**config.mk**
```make
export PLATFORM = sky130hd
export DESIGN_NAME = rhht_front
export DESIGN_NICKNAME = d
export VERILOG_FILES = /design/src/design/rhht_pkg.sv /design/src/design/rhht_front.sv
export SDC_FILE = /design/constraint.sdc
export NUM_CORES = 2
export LEC_CHECK = 0
export ABC_AREA = 1
export ABC_CLOCK_PERIOD_IN_PS = 6800
export BUFFER_PORTS_ARGS = -buffer_cell sky130_fd_sc_hd__buf_2
export CAP_MARGIN = 20
export CORE_MARGIN = 10
export CORE_UTILIZATION = 45
export DETAILED_ROUTE_END_ITERATION = 8
export SLEW_MARGIN = 20
export SYNTH_ARGS = -nofsm -noshare
export SYNTH_HDL_FRONTEND = slang
export SYNTH_SLANG_ARGS = --single-unit
export TNS_END_PERCENT = 5
```
**constraint.sdc**
```tcl
create_clock -name clk -period 6.8 [get_ports clk]
set_clock_uncertainty 0.1 [all_clocks]
set_input_delay 0 -clock clk [delete_from_list [all_inputs] [get_ports clk]]
set_output_delay 0 -clock clk [all_outputs]
set_load 0.1 [all_outputs]
```
**src/design/rhht_pkg.sv**
```systemverilog
// Shared types and constants for the Robin Hood hash table.
`timescale 1ns / 1ps
package rhht_pkg;

    localparam logic [1:0] MODE_INSERT = 2'd0;
    localparam logic [1:0] MODE_LOOKUP = 2'd1;
    localparam logic [1:0] MODE_REMOVE = 2'd2;

    localparam logic [1:0] ST_OK       = 2'd0;
    localparam logic [1:0] ST_NOTFOUND = 2'd1;
    localparam logic [1:0] ST_FULL     = 2'd2;

    localparam logic [31:0] MM_C1      = 32'hCC9E2D51;
    localparam logic [31:0] MM_C2      = 32'h1B873593;
    localparam logic [31:0] MM_N       = 32'hE6546B64;
    localparam logic [31:0] MM_F1      = 32'h85EBCA6B;
    localparam logic [31:0] MM_F2      = 32'hC2B2AE35;
    localparam logic [31:0] SEED_RESET = 32'hB23D66D5;
    localparam logic [31:0] KEY_LEN    = 32'd4;

    typedef struct packed {
        logic [1:0]  mode;
        logic [31:0] key_in;
        logic [31:0] value_in;
    } in_item_t;

    typedef struct packed {
        logic [1:0]  status;
        logic [31:0] value_out;
        logic [9:0]  slot_index;
        logic [10:0] entry_count;
    } out_item_t;

endpackage

```
**src/design/rhht_front.sv**
```systemverilog
// Front end: accepts items, hashes the key and reduces it to a home slot.
`timescale 1ns / 1ps
module rhht_front import rhht_pkg::*;
#(
    parameter int SLOTS = 1024,
    parameter int IW    = 10,
    parameter int QW    = 66 + 32 + 10
)
(
    input  logic           clk,
    input  logic           rst_n,
    input  logic [31:0]    seed,
    input  logic           blocked,
    input  logic           in_valid,
    output logic           in_stall,
    input  in_item_t       in_item,
    output logic           q_push,
    output logic [QW-1:0]  q_data,
    input  logic           q_full
);

    localparam logic [IW:0] SLOTS_W = (IW+1)'(SLOTS);

    typedef enum logic [1:0] {F_IDLE, F_HASH, F_MOD, F_PUSH} fstate_t;

    fstate_t        state_reg;
    logic [2:0]     step_reg;
    in_item_t       item_reg;
    logic [31:0]    h_reg, h_next;
    logic [IW-1:0]  rem_reg, rem_next;

    // one murmur step per cycle; steps 0, 1, 3 and 4 hold one multiply each
    always_comb
    begin
        logic [31:0] t;
        t = 32'd0;
        case (step_reg)
            3'd0: h_next = item_reg.key_in * MM_C1;
            3'd1: h_next = {h_reg[16:0], h_reg[31:17]} * MM_C2;
            3'd2:
            begin
                t = seed ^ h_reg;
                t = {t[18:0], t[31:19]};
                h_next = ((t << 2) + t + MM_N) ^ KEY_LEN;
            end
            3'd3: h_next = (h_reg ^ (h_reg >> 16)) * MM_F1;
            3'd4: h_next = (h_reg ^ (h_reg >> 13)) * MM_F2;
            default:
            begin
                t = h_reg ^ (h_reg >> 16);
                h_next = (t == 32'd0) ? 32'd1 : t;
            end
        endcase
    end

    // remainder by SLOTS, four hash bits per cycle, MSB first
    always_comb
    begin
        logic [IW-1:0] r;
        logic [IW:0]   t;
        logic [4:0]    bi;
        r = rem_reg;
        t = '0;
        bi = '0;
        for (int s = 0; s < 4; s++)
        begin
            bi = 5'(5'd31 - {step_reg, 2'b00} - 5'(s));
            t = {r, h_reg[bi]};
            if (t >= SLOTS_W)
                t = t - SLOTS_W;
            r = t[IW-1:0];
        end
        rem_next = r;
    end

    always_ff @(posedge clk or negedge rst_n)
    begin
        if (!rst_n)
        begin
            state_reg <= F_IDLE;
            step_reg  <= '0;
        end
        else
        begin
            unique case (state_reg)
                F_IDLE:
                    if (in_valid && !in_stall)
                    begin
                        item_reg  <= in_item;
                        step_reg  <= '0;
                        state_reg <= F_HASH;
                    end
                F_HASH:
                begin
                    h_reg <= h_next;
                    if (step_reg == 3'd5)
                    begin
                        step_reg  <= '0;
                        rem_reg   <= '0;
                        state_reg <= F_MOD;
                    end
                    else
                        step_reg <= step_reg + 3'd1;
                end
                F_MOD:
                begin
                    rem_reg  <= rem_next;
                    step_reg <= step_reg + 3'd1;
                    if (step_reg == 3'd7)
                        state_reg <= F_PUSH;
                end
                F_PUSH:
                    if (!q_full)
                        state_reg <= F_IDLE;
                default: state_reg <= F_IDLE;
            endcase
        end
    end

    assign in_stall = (state_reg != F_IDLE) || blocked;
    assign q_push   = (state_reg == F_PUSH) && !q_full;
    assign q_data   = {item_reg, h_reg, rem_reg};

endmodule

```
==> flow_metrics.tcl <==
set metrics [dict create \
    setup_viol 14 \
    vias_per_cell 5.11 \
    critPathMaxStageDelay_ns 0.60 \
    critPathSlowestCell "fa_1" \
    netlist_area_um2 42400 \
    reg2reg_depth 26 \
    io_pins 213 \
    hpwlAfterDp_mm 146 \
    yosysTopAreaCellShare_pct 34.0 \
    clk_pin_slew_ns 0.06 \
    slew_violations 0 \
    start_kind "flop" \
    critPathTopFamily "adder cells" \
    hold_depth 2 \
    rsz0062_at_grt "yes" \
    num_rows 112 \
    clock-root-buffer "clkbuf_16" \
    met2_length_mm 71.3 \
    layout_setup_ws_ns -0.302 \
    core_area_um2 93500 \
    synth_flop_cell "edfxtp_1" \
    hold_viol 0 \
    final_antenna_net_count 0 \
    end_kind "flop" \
    grt_pass1_vias 38400 \
    tns_ns -2.36 \
    synth_top_area_cell "fa_1" \
    clk_path_buf_depth 2 \
    route.detailed.drc 0 \
    netlist_top_cells_area "fa_1 34%, ha_1 23%, inv_1 13%" \
    worstPathMaxFanout 5 \
    timing.slew.headroom_pct 39.3 \
    synth_async_sr_flop_share_pct 4.42 \
    worstPathArrival_ns 7.24 \
    via_count 37000 \
    maxCapViolations 0 \
    grt_max_degree 67 \
    cpMostUsedCell "fa_1" \
    avgSynthCellArea_um2 8.69 \
    period_needed_ns 7.10 \
    met1_length_mm 71.9 \
    max_slew.worst_pin.slew_ns 0.911 \
    grt_usage_pct 30.6 \
    crit_type "flop to flop" \
    die-area_um2 107000 \
    worst-path-stages 26 \
    drtIter0Drc 2877 \
    grt-ovfl-total 0 \
    synth_warnings 0 \
    cts_tree "yes" \
    largest_reg_flops 66 \
    synth_seq_cells 113 \
    layout_commonest_cell "inv_1" \
    cts-buffers-inserted 17 \
    routed_wl_mm 163 \
    top_layer_used "met5" \
    clk_latency_ns 0.49 \
    dr_wl_met3_mm 14.4 \
    port_buffers 212 \
    dr.pass1.iters 6 \
    synth-edff-count 108 \
    syn_nets 6489 \
    synth_cell_types 64 \
    drive_gt1_share_pct 23.0 \
    die-height_um 327 \
    cp_num_buf_inv 8 \
    violations "negative setup slack" \
    wire_per_inst_um 22.6 \
    period_share_pct 104 \
    fin_nets 7580 \
    areaGrowthSynthToFinish_pct 27.2 \
    initial_utilization_pct 45.4 \
    grt_pass1_wl_mm 243 \
    cts.sinks 113 \
    synth_cells 4878 \
    fmax_mhz 141 \
    h-tree-depth 4 \
    layout_common_cells "1421 x inv_1, 800 x buf_4, 740 x ha_1, 703 x fa_1, 559 x nand2_1" \
    die_w_um 327 \
    gp_congestion 1.01 \
    antenna_found_initial 8 \
    cp_data_required_time_ns 6.93 \
    hp-class "input port to flop" \
    synth-seq-area-share_pct 7.94 \
    outcome "complete, but fails checks" \
]
-- routing by layer --
| layer | track usage (%) | up-vias |
|---|---|---|
| met5 | 0 | - |
| met4 | 9.00 | 8 |
| met3 | 6.48 | 232 |
| met2 | 47.1 | 1426 |
| met1 | 43.0 | 18100 |
| li1 | - | 17200 |
-- cell type report --
class	instances	area, um2
Fill cell	8641	39500
Multi-Input combinational cell	3257	34600
Timing Repair Buffer	1118	8290
Inverter	1462	5500
Sequential cell	113	3370
Tap cell	1254	1570
Clock buffer	17	425
Clock inverter	15	158
Antenna cell	1	2.50
-- synth_stat cells, types with 17 or more instances --
cell type and instances:
inv_1 1445, ha_1 788, fa_1 720, nand2_1 580, a21oi_1 220, nor2_1 190, o21ai_0 181, nand3_1 157
edfxtp_1 108, xnor2_1 79, xor2_1 74, nand4_1 35, a21o_1 19, nor3_1 19, or2_2 18, o21bai_1 17
-- repair_timing --
item	in CTS	in global routing
resized for setup	121	118
setup buffers	27	14
endpoints found under the setup margin	18	20
endpoints found under the hold margin	76	0
hold buffers	72	0
pin swaps	46	65
-- logic make-up (layout without fill, tap and decap cells) --
logic type	Yosys count	count (layout)	share of synthesized area, %
adders and majority gates	1508	1508	57.2
buffers and inverters	1508	2612	13.7
and+or+nand+nor	1061	1061	10.8
AOI/OAI and AO/OA	532	532	7.08
xor gates and xnor gates	156	156	3.30
DFF	113	113	7.94
other	0	1	0
-- through the flow --
step	std cells	hold WS [ns]	area (um2)	utilization (%)	setup WS, ns
2_1_floorplan	4878	-0.396	42800	-	-0.504
3_3_place_gp	7091	-0.258	51200	54.7	-0.543
3_5_place_dp	7092	-0.256	51200	54.8	-0.549
4_1_cts	7222	0.0878	53400	57.1	-0.195
5_1_grt	7236	0.120	53900	57.7	-0.495
6_report	7237	0.126	53900	57.7	-0.302
-- worst paths after layout --
kind                             start            to  slack, ns
max in group asynchronous        rst_n  state_reg[0]       5.95
min in group asynchronous        rst_n   step_reg[0]       0.43
min reg2reg                 rem_reg[1]    rem_reg[5]       0.45
max reg2reg                  h_reg[24]     h_reg[25]      -0.30
min                        in_item[46]    q_data[88]       0.13
max                          h_reg[24]     h_reg[25]      -0.30
Power is left out: the tool's default activity adds up to more than one toggle a clock period on the data nets, which glitch-free logic cannot reach.
