## src/design/rhht_pkg.sv

```systemverilog
// Shared types and constants for the Robin Hood hash table.
`timescale 1ns / 1ps
package rhht_pkg;

    localparam logic [1:0] MODE_INSERT = 2'd0;
    localparam logic [1:0] MODE_LOOKUP = 2'd1;
    localparam logic [1:0] MODE_REMOVE = 2'd2;

    localparam logic [1:0] ST_OK       = 2'd0;
    localparam logic [1:0] ST_NOTFOUND = 2'd1;
    localparam logic [1:0] ST_FULL     = 2'd2;

    localparam logic [31:0] MM_C1      = 32'hCC9E2D51;
    localparam logic [31:0] MM_C2      = 32'h1B873593;
    localparam logic [31:0] MM_N       = 32'hE6546B64;
    localparam logic [31:0] MM_F1      = 32'h85EBCA6B;
    localparam logic [31:0] MM_F2      = 32'hC2B2AE35;
    localparam logic [31:0] SEED_RESET = 32'hB23D66D5;
    localparam logic [31:0] KEY_LEN    = 32'd4;

    typedef struct packed {
        logic [1:0]  mode;
        logic [31:0] key_in;
        logic [31:0] value_in;
    } in_item_t;

    typedef struct packed {
        logic [1:0]  status;
        logic [31:0] value_out;
        logic [9:0]  slot_index;
        logic [10:0] entry_count;
    } out_item_t;

endpackage

```

## src/design/rhht_queue.sv

```systemverilog
// Two-entry queue between the hashing front end and the probe engine.
`timescale 1ns / 1ps
module rhht_queue import rhht_pkg::*;
#(
    parameter int W = 8
)
(
    input  logic          clk,
    input  logic          rst_n,
    input  logic          push,
    input  logic [W-1:0]  wdata,
    output logic          full,
    input  logic          pop,
    output logic [W-1:0]  rdata,
    output logic          empty
);

    logic [W-1:0] mem_reg [2];
    logic         wp_reg, rp_reg;
    logic [1:0]   cnt_reg;

    always_ff @(posedge clk)
    begin
        if (push)
            mem_reg[wp_reg] <= wdata;
    end

    always_ff @(posedge clk or negedge rst_n)
    begin
        if (!rst_n)
        begin
            wp_reg  <= 1'b0;
            rp_reg  <= 1'b0;
            cnt_reg <= 2'd0;
        end
        else
        begin
            if (push)
                wp_reg <= !wp_reg;
            if (pop)
                rp_reg <= !rp_reg;
            case ({push, pop})
                2'b10:   cnt_reg <= cnt_reg + 2'd1;
                2'b01:   cnt_reg <= cnt_reg - 2'd1;
                default: cnt_reg <= cnt_reg;
            endcase
        end
    end

    assign rdata = mem_reg[rp_reg];
    assign full  = (cnt_reg == 2'd2);
    assign empty = (cnt_reg == 2'd0);

    a_no_overflow: assert property (@(posedge clk) disable iff (!rst_n) !(push && full))
        else $error("queue push while full");
    a_no_underflow: assert property (@(posedge clk) disable iff (!rst_n) !(pop && empty))
        else $error("queue pop while empty");
    a_cnt_range: assert property (@(posedge clk) disable iff (!rst_n)
        (cnt_reg != 2'd3) && ((wp_reg == rp_reg) == (cnt_reg != 2'd1)))
        else $error("queue pointers and count disagree");

endmodule

```

## config.mk

```make
export PLATFORM = sky130hd
export DESIGN_NAME = rhht_queue
export DESIGN_NICKNAME = d
export VERILOG_FILES = /design/src/design/rhht_pkg.sv /design/src/design/rhht_queue.sv
export SDC_FILE = /design/constraint.sdc
export NUM_CORES = 1
export LEC_CHECK = 0
export BUFFER_PORTS_ARGS = -buffer_cell sky130_fd_sc_hd__buf_2
export CAP_MARGIN = 20
export CORE_MARGIN = 1.5
export CORE_UTILIZATION = 52
export CTS_BUF_LIST = sky130_fd_sc_hd__clkbuf_16
export DETAILED_ROUTE_END_ITERATION = 10
export PLACE_DENSITY = 0.77
export SLEW_MARGIN = 30
export SYNTH_ARGS = -nofsm -noshare
export SYNTH_HDL_FRONTEND = slang
export SYNTH_SLANG_ARGS = --single-unit
```

## constraint.sdc

```tcl
create_clock -name clk -period 3.15 [get_ports clk]
set_clock_uncertainty 0.15 [all_clocks]
set_input_delay 0.945 -clock clk [delete_from_list [all_inputs] [get_ports clk]]
set_output_delay 0.945 -clock clk [all_outputs]
set_load 0.01 [all_outputs]
```

==> impl_metrics.tcl, run 1 <==
set metrics [dict create \
    cap_viol_max_count 0 \
    fmax_mhz 411 \
    grt_pass1_vias 405 \
    setup_viol 0 \
    synth-xor-area-share_pct 5.75 \
    finalCriticalPeriod_ps 2440 \
    worstSetupPathType "register to output port" \
    powerDensity_mw_per_mm2 929 \
    required_ps 2050 \
    switching_share_pct 27.5 \
    largest_register_ffs 16 \
    rsz0062_at_grt "no" \
    arrival_ps 1340 \
    ir_drop_mv 0.547 \
    synthSimpleGateAreaFrac_pct 3.45 \
    antenna_found_initial 0 \
    dieArea_mm2 0.00170 \
    syn_area_um2 762 \
    syn_nets 54 \
    cts_tree "done" \
    ys_types 11 \
    synthCells 41 \
    hold_slack_ps 338 \
    hp-class "primary input to asynchronous set/reset pin" \
    p_leak_nw 0.395 \
    internal_power_mw 0.647 \
    syn_to_final_growth_pct 25.9 \
    clkSinkCount 20 \
    finalMaxSlewViolations 0 \
    power.switching_mw 0.245 \
    gp_congestion 0.609 \
    fin_crit_sh_pct 77.3 \
    p_comb_share_pct 24.7 \
    synth_top_family_by_area "multiplexers" \
    slew-limit-headroom_pct 55.5 \
    synth_compound_area_share_pct 0 \
    multi_input_area_um2 173 \
    die_x_um 41.3 \
    tns_ps 0 \
    yosys_warnings 0 \
    routed_wire_length_per_instance_um 15.4 \
    clkTransAtPathRegs_ps 50 \
    fillers 96 \
    drtAntennaViolNets 0 \
    port_buffers 21 \
    drtIter0Drc 1 \
    async_flop_share_pct 20.0 \
    cts.repair.resized 0 \
    grt_remaining_overflow 0 \
    layout.nets 79 \
    p_clk_share_pct 29.0 \
    grt_max_degree 12 \
    drive_gt1_share_pct 50.8 \
    cts_setup_buffers 0 \
    viasPerCell 5.40 \
    synth_top_cell_area_share_pct 63.1 \
    synth.most_common_cell "edfxtp_1" \
    synthTopCellsByCount "edfxtp_1, mux2_2, dfrtp_1" \
    core_area_mm2 0.00133 \
    drcViolationCount 0 \
    status "complete, no violations" \
    clockBufferDepth 2 \
    synth_edf_count 16 \
    ff2ff_setup_slack_ps 1680 \
    seq_area_um2 581 \
    htree_levels 1 \
    synth_mux_area_share_pct 11.8 \
    clock_latency_ps 250 \
    vias 432 \
    die_h_um 41.3 \
    ctsRootBufferMaster "clkbuf_16" \
    synth_area_leaders "edfxtp_1, dfrtp_1, mux2_2" \
    yosys.area.top_type "edfxtp_1" \
    rows 13 \
    cp_max_fo 9 \
    postCtsHoldBufs 0 \
    diodes 0 \
    initial_core_util_pct 57.1 \
    pwr-share-seq_pct 46.3 \
    synthAdderAreaFrac_pct 1.64 \
    first_pass_iters 4 \
    groute.usage.overall_pct 19.0 \
    ys_seq_area_share_pct 76.2 \
    grt_pass1_wl_um 1810 \
    ys_ff_latch 20 \
    crit_path_end_kind "output port" \
    synth_flop_cell "edfxtp_1" \
    io_pins 22 \
    tightest_slew_ps 664 \
    hold_viol 0 \
    cts_made_buffers 3 \
    start_kind "register" \
    routed_wl_um 1230 \
    syn_avg_cell_area_um2 18.6 \
    dpl.hpwl_um 860 \
]
==> final timing paths <==
| path | startpoint | to | depth (start not counted) |
|---|---|---|---|
| min in group clk | cnt_reg[1] | cnt_reg[1] | 1 |
| max in group asynchronous | rst_n | wp_reg | 1 |
| worst max register to register | wp_reg | mem_reg[0][4] | 1 |
| worst min register to register | cnt_reg[1] | cnt_reg[1] | 1 |
| worst min-delay path | rst_n | cnt_reg[0] | 1 |
| worst max-delay path | rp_reg | rdata[2] | 2 |
==> placed cells by master (no fill, tap or decap) <==
master	Yosys	layout
ha_1	1	1
edfxtp_1	16	16
clkbuf_16	0	3
mux2_2	8	8
nor2_1	3	3
xnor2_1	2	2
and2_1	1	1
buf_2	1	21
clkinv_1	0	1
inv_1	1	1
xor2_1	3	3
and2b_2	1	1
dfrtp_1	4	4
==> power by group through the flow <==
stage | sequential [mW] | clock (mW) | combinational, mW
after detailed placement | 0.418 | 0 | 0.220
after global placement | 0.412 | 0 | 0.215
after floorplan | 0.387 | 0 | 0.167
after global routing | 0.423 | 0.270 | 0.243
final | 0.413 | 0.259 | 0.220
after CTS | 0.414 | 0.264 | 0.225
==> critical path, cell delays in order, from the launching register on <==
cell	delay, ps
dfrtp_1	560
mux2_2	380
buf_2	140
==> kinds of logic after synthesis <==
group                      count (synthesis)
xor gates and xnor gates                   5
and+or+nand+nor                            5
buffers and inverters                      2
DFF                                       20
muxes                                      8
adders and majority gates                  1
==> per-stage QoR <==
| step | total power [mW] | util, % | std cells | area, um2 | setup WS [ps] |
|---|---|---|---|---|---|
| final | 0.892 | 72.0 | 80 | 960 | 714 |
| after global routing | 0.936 | 72.0 | 80 | 960 | 639 |
| after global placement | 0.627 | 66.0 | 76 | 881 | 987 |
| after floorplan | 0.553 | - | 41 | 762 | 1200 |
| after CTS | 0.903 | 72.0 | 80 | 960 | 701 |
| after detailed placement | 0.639 | 66.0 | 76 | 881 | 979 |
==> routing by layer <==
layer / part of all wire (%) / wire [um] / track usage, % / up-vias
met5: 0 / 0 / 0 / -
met4: 2.5 / 31 / 12.1 / 0
met3: 6.9 / 85 / 8.15 / 4
met2: 53 / 650 / 33.2 / 19
met1: 38 / 464 / 17.8 / 214
li1: - / - / - / 195
==> layout make-up <==
type                    instances  share of cell area (%)
clock inverters                 1                   0.391
repair buffers                 21                    11.0
inverters                       1                   0.391
multi-input cells              19                    18.0
clock buffers                   3                    7.82
well taps                      15                    1.96
flip-flops and latches         20                    60.5
Power figures use the tool's default switching activity.
==> run 2: changes to the inputs <==
--- a/config.mk
+++ b/config.mk
@@ -8,10 +8,10 @@
 export BUFFER_PORTS_ARGS = -buffer_cell sky130_fd_sc_hd__buf_2
 export CAP_MARGIN = 20
 export CORE_MARGIN = 1.5
-export CORE_UTILIZATION = 52
+export CORE_UTILIZATION = 48
 export CTS_BUF_LIST = sky130_fd_sc_hd__clkbuf_16
 export DETAILED_ROUTE_END_ITERATION = 10
-export PLACE_DENSITY = 0.77
+export PLACE_DENSITY = 0.72
 export SLEW_MARGIN = 30
 export SYNTH_ARGS = -nofsm -noshare
 export SYNTH_HDL_FRONTEND = slang
==> constraint.sdc (replaced) <==
create_clock -name clk -period 2.45 [get_ports clk]
set_clock_uncertainty 0.15 [all_clocks]
set_input_delay 0.735 -clock clk [delete_from_list [all_inputs] [get_ports clk]]
set_output_delay 0.735 -clock clk [all_outputs]
set_load 0.01 [all_outputs]
==> run 2 against run 1 <==
Compared with the run above:
- sequential cell count unchanged
- first-iteration DRC count did not move
- power is 28% higher
- critical path depth stayed put
- worst setup slack worse by 490 ps
- core utilization down 6.9 points
- non-clock buffer count up 1
- combinational power increased by 29%
- final area is 0.91% higher
- die area increased by 7.7%
- largest cell class unchanged
- largest power group unchanged
- highest routed layer is now met3
==> impl_metrics.tcl, run 2 (synthesis gave the netlist of run 1 again) <==
set metrics [dict create \
    ir_drop_mv 0.609 \
    core_area_mm2 0.00149 \
    clkSinkCount 20 \
    place_area_um2 890 \
    grt_pass1_wl_um 1870 \
    fin_util_pct 65.0 \
    die_h_um 42.8 \
    largest_register_ffs 16 \
    viasPerCell 4.95 \
    cts_made_buffers 3 \
    rsz0062_at_grt "no" \
    hold_viol 0 \
    vias 406 \
    htree_levels 1 \
    antenna_found_initial 0 \
    slew-limit-headroom_pct 73.8 \
    arrival_ps 1340 \
    finalMaxSlewViolations 0 \
    layout_commonest_cell "buf_2" \
    drive_gt1_share_pct 51.5 \
    routed_wl_um 1080 \
    finalCriticalPeriod_ps 2230 \
    layout.nets 80 \
    cp_max_fo 9 \
    drtAntennaViolNets 0 \
    grt_pass1_vias 412 \
    io_pins 22 \
    start_kind "register" \
    switching_share_pct 26.5 \
    routed_wire_length_per_instance_um 13.2 \
    gp_congestion 0.653 \
    p_leak_nw 0.404 \
    grt_remaining_overflow 0 \
    hp-class "primary input to asynchronous set/reset pin" \
    fin_crit_sh_pct 91.0 \
    clkTransAtPathRegs_ps 60 \
    postCtsHoldBufs 0 \
    rows 14 \
    power.switching_mw 0.301 \
    dpl.hpwl_um 802 \
    powerDensity_mw_per_mm2 1170 \
    cts.repair.resized 0 \
    ctsRootBufferMaster "clkbuf_16" \
    clockBufferDepth 2 \
    internal_power_mw 0.836 \
    p_clk_share_pct 28.6 \
    port_buffers 21 \
    drcViolationCount 0 \
    initial_core_util_pct 51.2 \
    ff2ff_setup_slack_ps 1110 \
    pwr-share-seq_pct 46.4 \
    place_inst 78 \
    groute.usage.overall_pct 14.5 \
    status "complete, no violations" \
    fmax_mhz 448 \
    clock_latency_ps 250 \
    layout_common_cells "buf_2, edfxtp_1, mux2_2" \
    final_cells 82 \
    required_ps 1560 \
    crit_path_end_kind "output port" \
    p_comb_share_pct 24.9 \
    cap_viol_max_count 0 \
    fillers 100 \
    diodes 0 \
    cts_setup_buffers 0 \
    fin_total_pwr_mw 1.14 \
    tightest_slew_ps 394 \
    die_x_um 42.8 \
    drtIter0Drc 1 \
    tns_ps 0 \
    grt_max_degree 12 \
    dieArea_mm2 0.00184 \
    cts_tree "done" \
    syn_to_final_growth_pct 27.1 \
    setup_viol 0 \
    worstSetupPathType "register to output port" \
    first_pass_iters 2 \
    stdcell_area_um2 968 \
]
==> run 2: cell count changes in the layout (fill, tap and decap cells not counted), sizes merged <==
cell    before  now
buf         21   22
inv          1    2
clkinv       1    0
==> run 2: path summary, 6_finish.rpt <==
path,startpoint,end,cells past startpoint
hold reg to reg,cnt_reg[1],cnt_reg[1],1
setup / recovery,rp_reg,rdata[2],2
max in group asynchronous,rst_n,cnt_reg[0],1
hold / removal,rst_n,wp_reg,1
setup reg to reg,wp_reg,mem_reg[0][2],2
min in group clk,cnt_reg[1],cnt_reg[1],1
==> run 2: power groups by stage <==
stage          clock network (mW)  registers [mW]  logic, mW
3_5_place_dp                    0           0.536      0.287
2_1_floorplan                   0           0.497      0.215
5_1_grt                     0.347           0.541      0.312
3_3_place_gp                    0           0.530      0.283
4_1_cts                     0.328           0.530      0.288
6_report                    0.326           0.528      0.284
==> run 2: routing by layer <==
metal | GRT usage [%] | share of wire [%] | vias to the layer above
li1 | - | - | 199
met1 | 18.0 | 45 | 197
met2 | 23.0 | 52 | 10
met3 | 3.83 | 3.5 | 0
met4 | 7.50 | 0 | 0
met5 | 0 | 0 | -
==> run 2: worst max-delay path, cell delays in order, from the launching register on <==
cell	delay (ps)
dfrtp_1	570
mux2_2	390
buf_2	140
==> run 2: through the flow <==
step	setup slack [ps]	hold WS, ps
floorplan	708	289
global placement	501	322
detailed placement	474	331
CTS	207	132
global route	160	132
finish	220	129
==> run 2: layout make-up <==
type / instances / area (um2) / area share (%)
clock buffers: 3 / 75.1 / 7.75
repair buffers: 22 / 113 / 11.6
flip-flops and latches: 20 / 581 / 59.9
well taps: 16 / 20.0 / 2.07
clock inverters: 1 / 3.75 / 0.388
multi-input cells: 19 / 173 / 17.8
inverters: 1 / 3.75 / 0.388
==> run 3: changes to the inputs <==
--- a/config.mk
+++ b/config.mk
@@ -12,6 +12,7 @@
 export CTS_BUF_LIST = sky130_fd_sc_hd__clkbuf_16
 export DETAILED_ROUTE_END_ITERATION = 10
 export PLACE_DENSITY = 0.72
+export REMOVE_ABC_BUFFERS = 1
 export SLEW_MARGIN = 30
 export SYNTH_ARGS = -nofsm -noshare
 export SYNTH_HDL_FRONTEND = slang
==> run 3 against run 2 <==
Compared with the run above:
- worst setup slack better by 16 ps
- via count is 1.5% lower
- die area stayed put
- global-route usage is 0.74 points lower
- count of clock-buffer cells in the layout stayed put
- largest cell class unchanged
==> impl_metrics.tcl, run 3 (synthesis gave the netlist of run 1 again) <==
set metrics [dict create \
    slew-limit-headroom_pct 74.5 \
    tightest_slew_ps 383 \
    powerDensity_mw_per_mm2 1250 \
    cts_tree "done" \
    reg2reg_depth 2 \
    largest_register_ffs 16 \
    status "complete, no violations" \
    p_leak_nw 0.413 \
    layout_commonest_cell "buf_2" \
    pwr-share-seq_pct 42.3 \
    htree_levels 1 \
    hp-class "primary input to asynchronous set/reset pin" \
    fin_crit_sh_pct 90.4 \
    io_pins 22 \
    power.switching_mw 0.303 \
    postCtsHoldBufs 0 \
    r2r-start "wp_reg" \
    crit_path_end_kind "output port" \
    routed_wire_length_per_instance_um 13.2 \
    place_inst 78 \
    rsz0062_at_grt "no" \
    ff2ff_setup_slack_ps 1120 \
    grt_pass1_vias 409 \
    port_buffers 21 \
    crit_path_top_delay_cell "dfrtp_1" \
    ir_drop_mv 0.741 \
    drcViolationCount 0 \
    layout_common_cells "buf_2, edfxtp_1, mux2_2" \
    switching_share_pct 24.3 \
    viasPerCell 4.88 \
    layout.nets 80 \
    fmax_mhz 452 \
    grt_remaining_overflow 0 \
    drtIter0Drc 13 \
    p_comb_share_pct 22.7 \
    fin_total_pwr_mw 1.25 \
    syn_to_final_growth_pct 30.5 \
    die_x_um 42.8 \
    cp_max_fo 9 \
    r2r-end "mem_reg[0][4]" \
    antenna_found_initial 0 \
    vias 400 \
    clock_latency_ps 240 \
    dieArea_mm2 0.00184 \
    ctsRootBufferMaster "clkbuf_16" \
    cts_setup_buffers 0 \
    tns_ps 0 \
    place_area_um2 890 \
    first_pass_iters 3 \
    critical_path.max_stage_delay_ps 560 \
    routed_wl_um 1080 \
    grt_max_degree 13 \
    cts_made_buffers 3 \
    diodes 0 \
    groute.usage.overall_pct 13.7 \
    clockBufferDepth 2 \
    gp_congestion 0.612 \
    start_kind "register" \
    worstSetupPathType "register to output port" \
    die_h_um 42.8 \
    drive_gt1_share_pct 53.0 \
    cts.repair.resized 0 \
    initial_core_util_pct 51.2 \
    clkSinkCount 20 \
    drtAntennaViolNets 0 \
    cap_viol_max_count 0 \
    final_cells 82 \
    p_clk_share_pct 35.0 \
    core_area_mm2 0.00149 \
    required_ps 1560 \
    finalMaxSlewViolations 0 \
    hold_viol 0 \
    rows 14 \
    internal_power_mw 0.943 \
    setup_viol 0 \
    path_cells "mux2_2, buf_2" \
    finalCriticalPeriod_ps 2210 \
    stdcell_area_um2 995 \
    clkTransAtPathRegs_ps 50 \
    arrival_ps 1330 \
    grt_pass1_wl_um 1740 \
]
run 3: cell count changes in the layout (fill, tap and decap cells not counted):
cell | previous run | this run
inv_1 | 2 | 1
bufinv_16 | 0 | 1
run 3: layout make-up:
type | count | area, um2
Tap cell | 16 | 20.0
Multi-Input combinational cell | 19 | 173
Sequential cell | 20 | 581
Fill cell | 114 | 494
Clock inverter | 1 | 30.0
Clock buffer | 3 | 75.1
Timing Repair Buffer | 22 | 113
Inverter | 1 | 3.75
run 3: per-stage QoR:
stage	utilization (%)	setup WS, ps	hold WS (ps)
finish	66.8	236	134
global route	66.8	162	135
CTS	66.8	200	131
detailed placement	59.7	468	326
global placement	59.7	502	320
floorplan	-	687	289
run 3: worst max-delay path by stage:
| stage | startpoint | to | depth (start not counted) |
|---|---|---|---|
| 5_1_grt | rp_reg | rdata[7] | 2 |
| 3_5_place_dp | rp_reg | rdata[1] | 2 |
| 6_report | rp_reg | rdata[7] | 2 |
| 3_3_place_gp | rp_reg | rdata[1] | 2 |
| 4_1_cts | rp_reg | rdata[7] | 2 |
| 2_1_floorplan | rp_reg | rdata[0] | 1 |
run 3: layer usage:
metal	GRT usage [%]	vias up	wire length [um]	share of wire (%)
met3	3.83	2	46	4.3
li1	-	199	-	-
met1	15.0	189	440	41
met2	23.6	10	585	54
met5	0	-	0	0
met4	7.50	0	8	0.74
run 3: critical path, delay by kind of cell (launching register included):
family / cells / cell delay, ps
flops: 1 / 560
mux: 1 / 380
buf+inv: 1 / 140
run 3: power by group through the flow:
stage / Combinational (mW) / Clock, mW / Sequential, mW
after global routing: 0.309 / 0.455 / 0.543
after global placement: 0.282 / 0 / 0.530
after detailed placement: 0.287 / 0 / 0.537
after CTS: 0.290 / 0.446 / 0.531
after floorplan: 0.188 / 0 / 0.517
final: 0.282 / 0.436 / 0.527
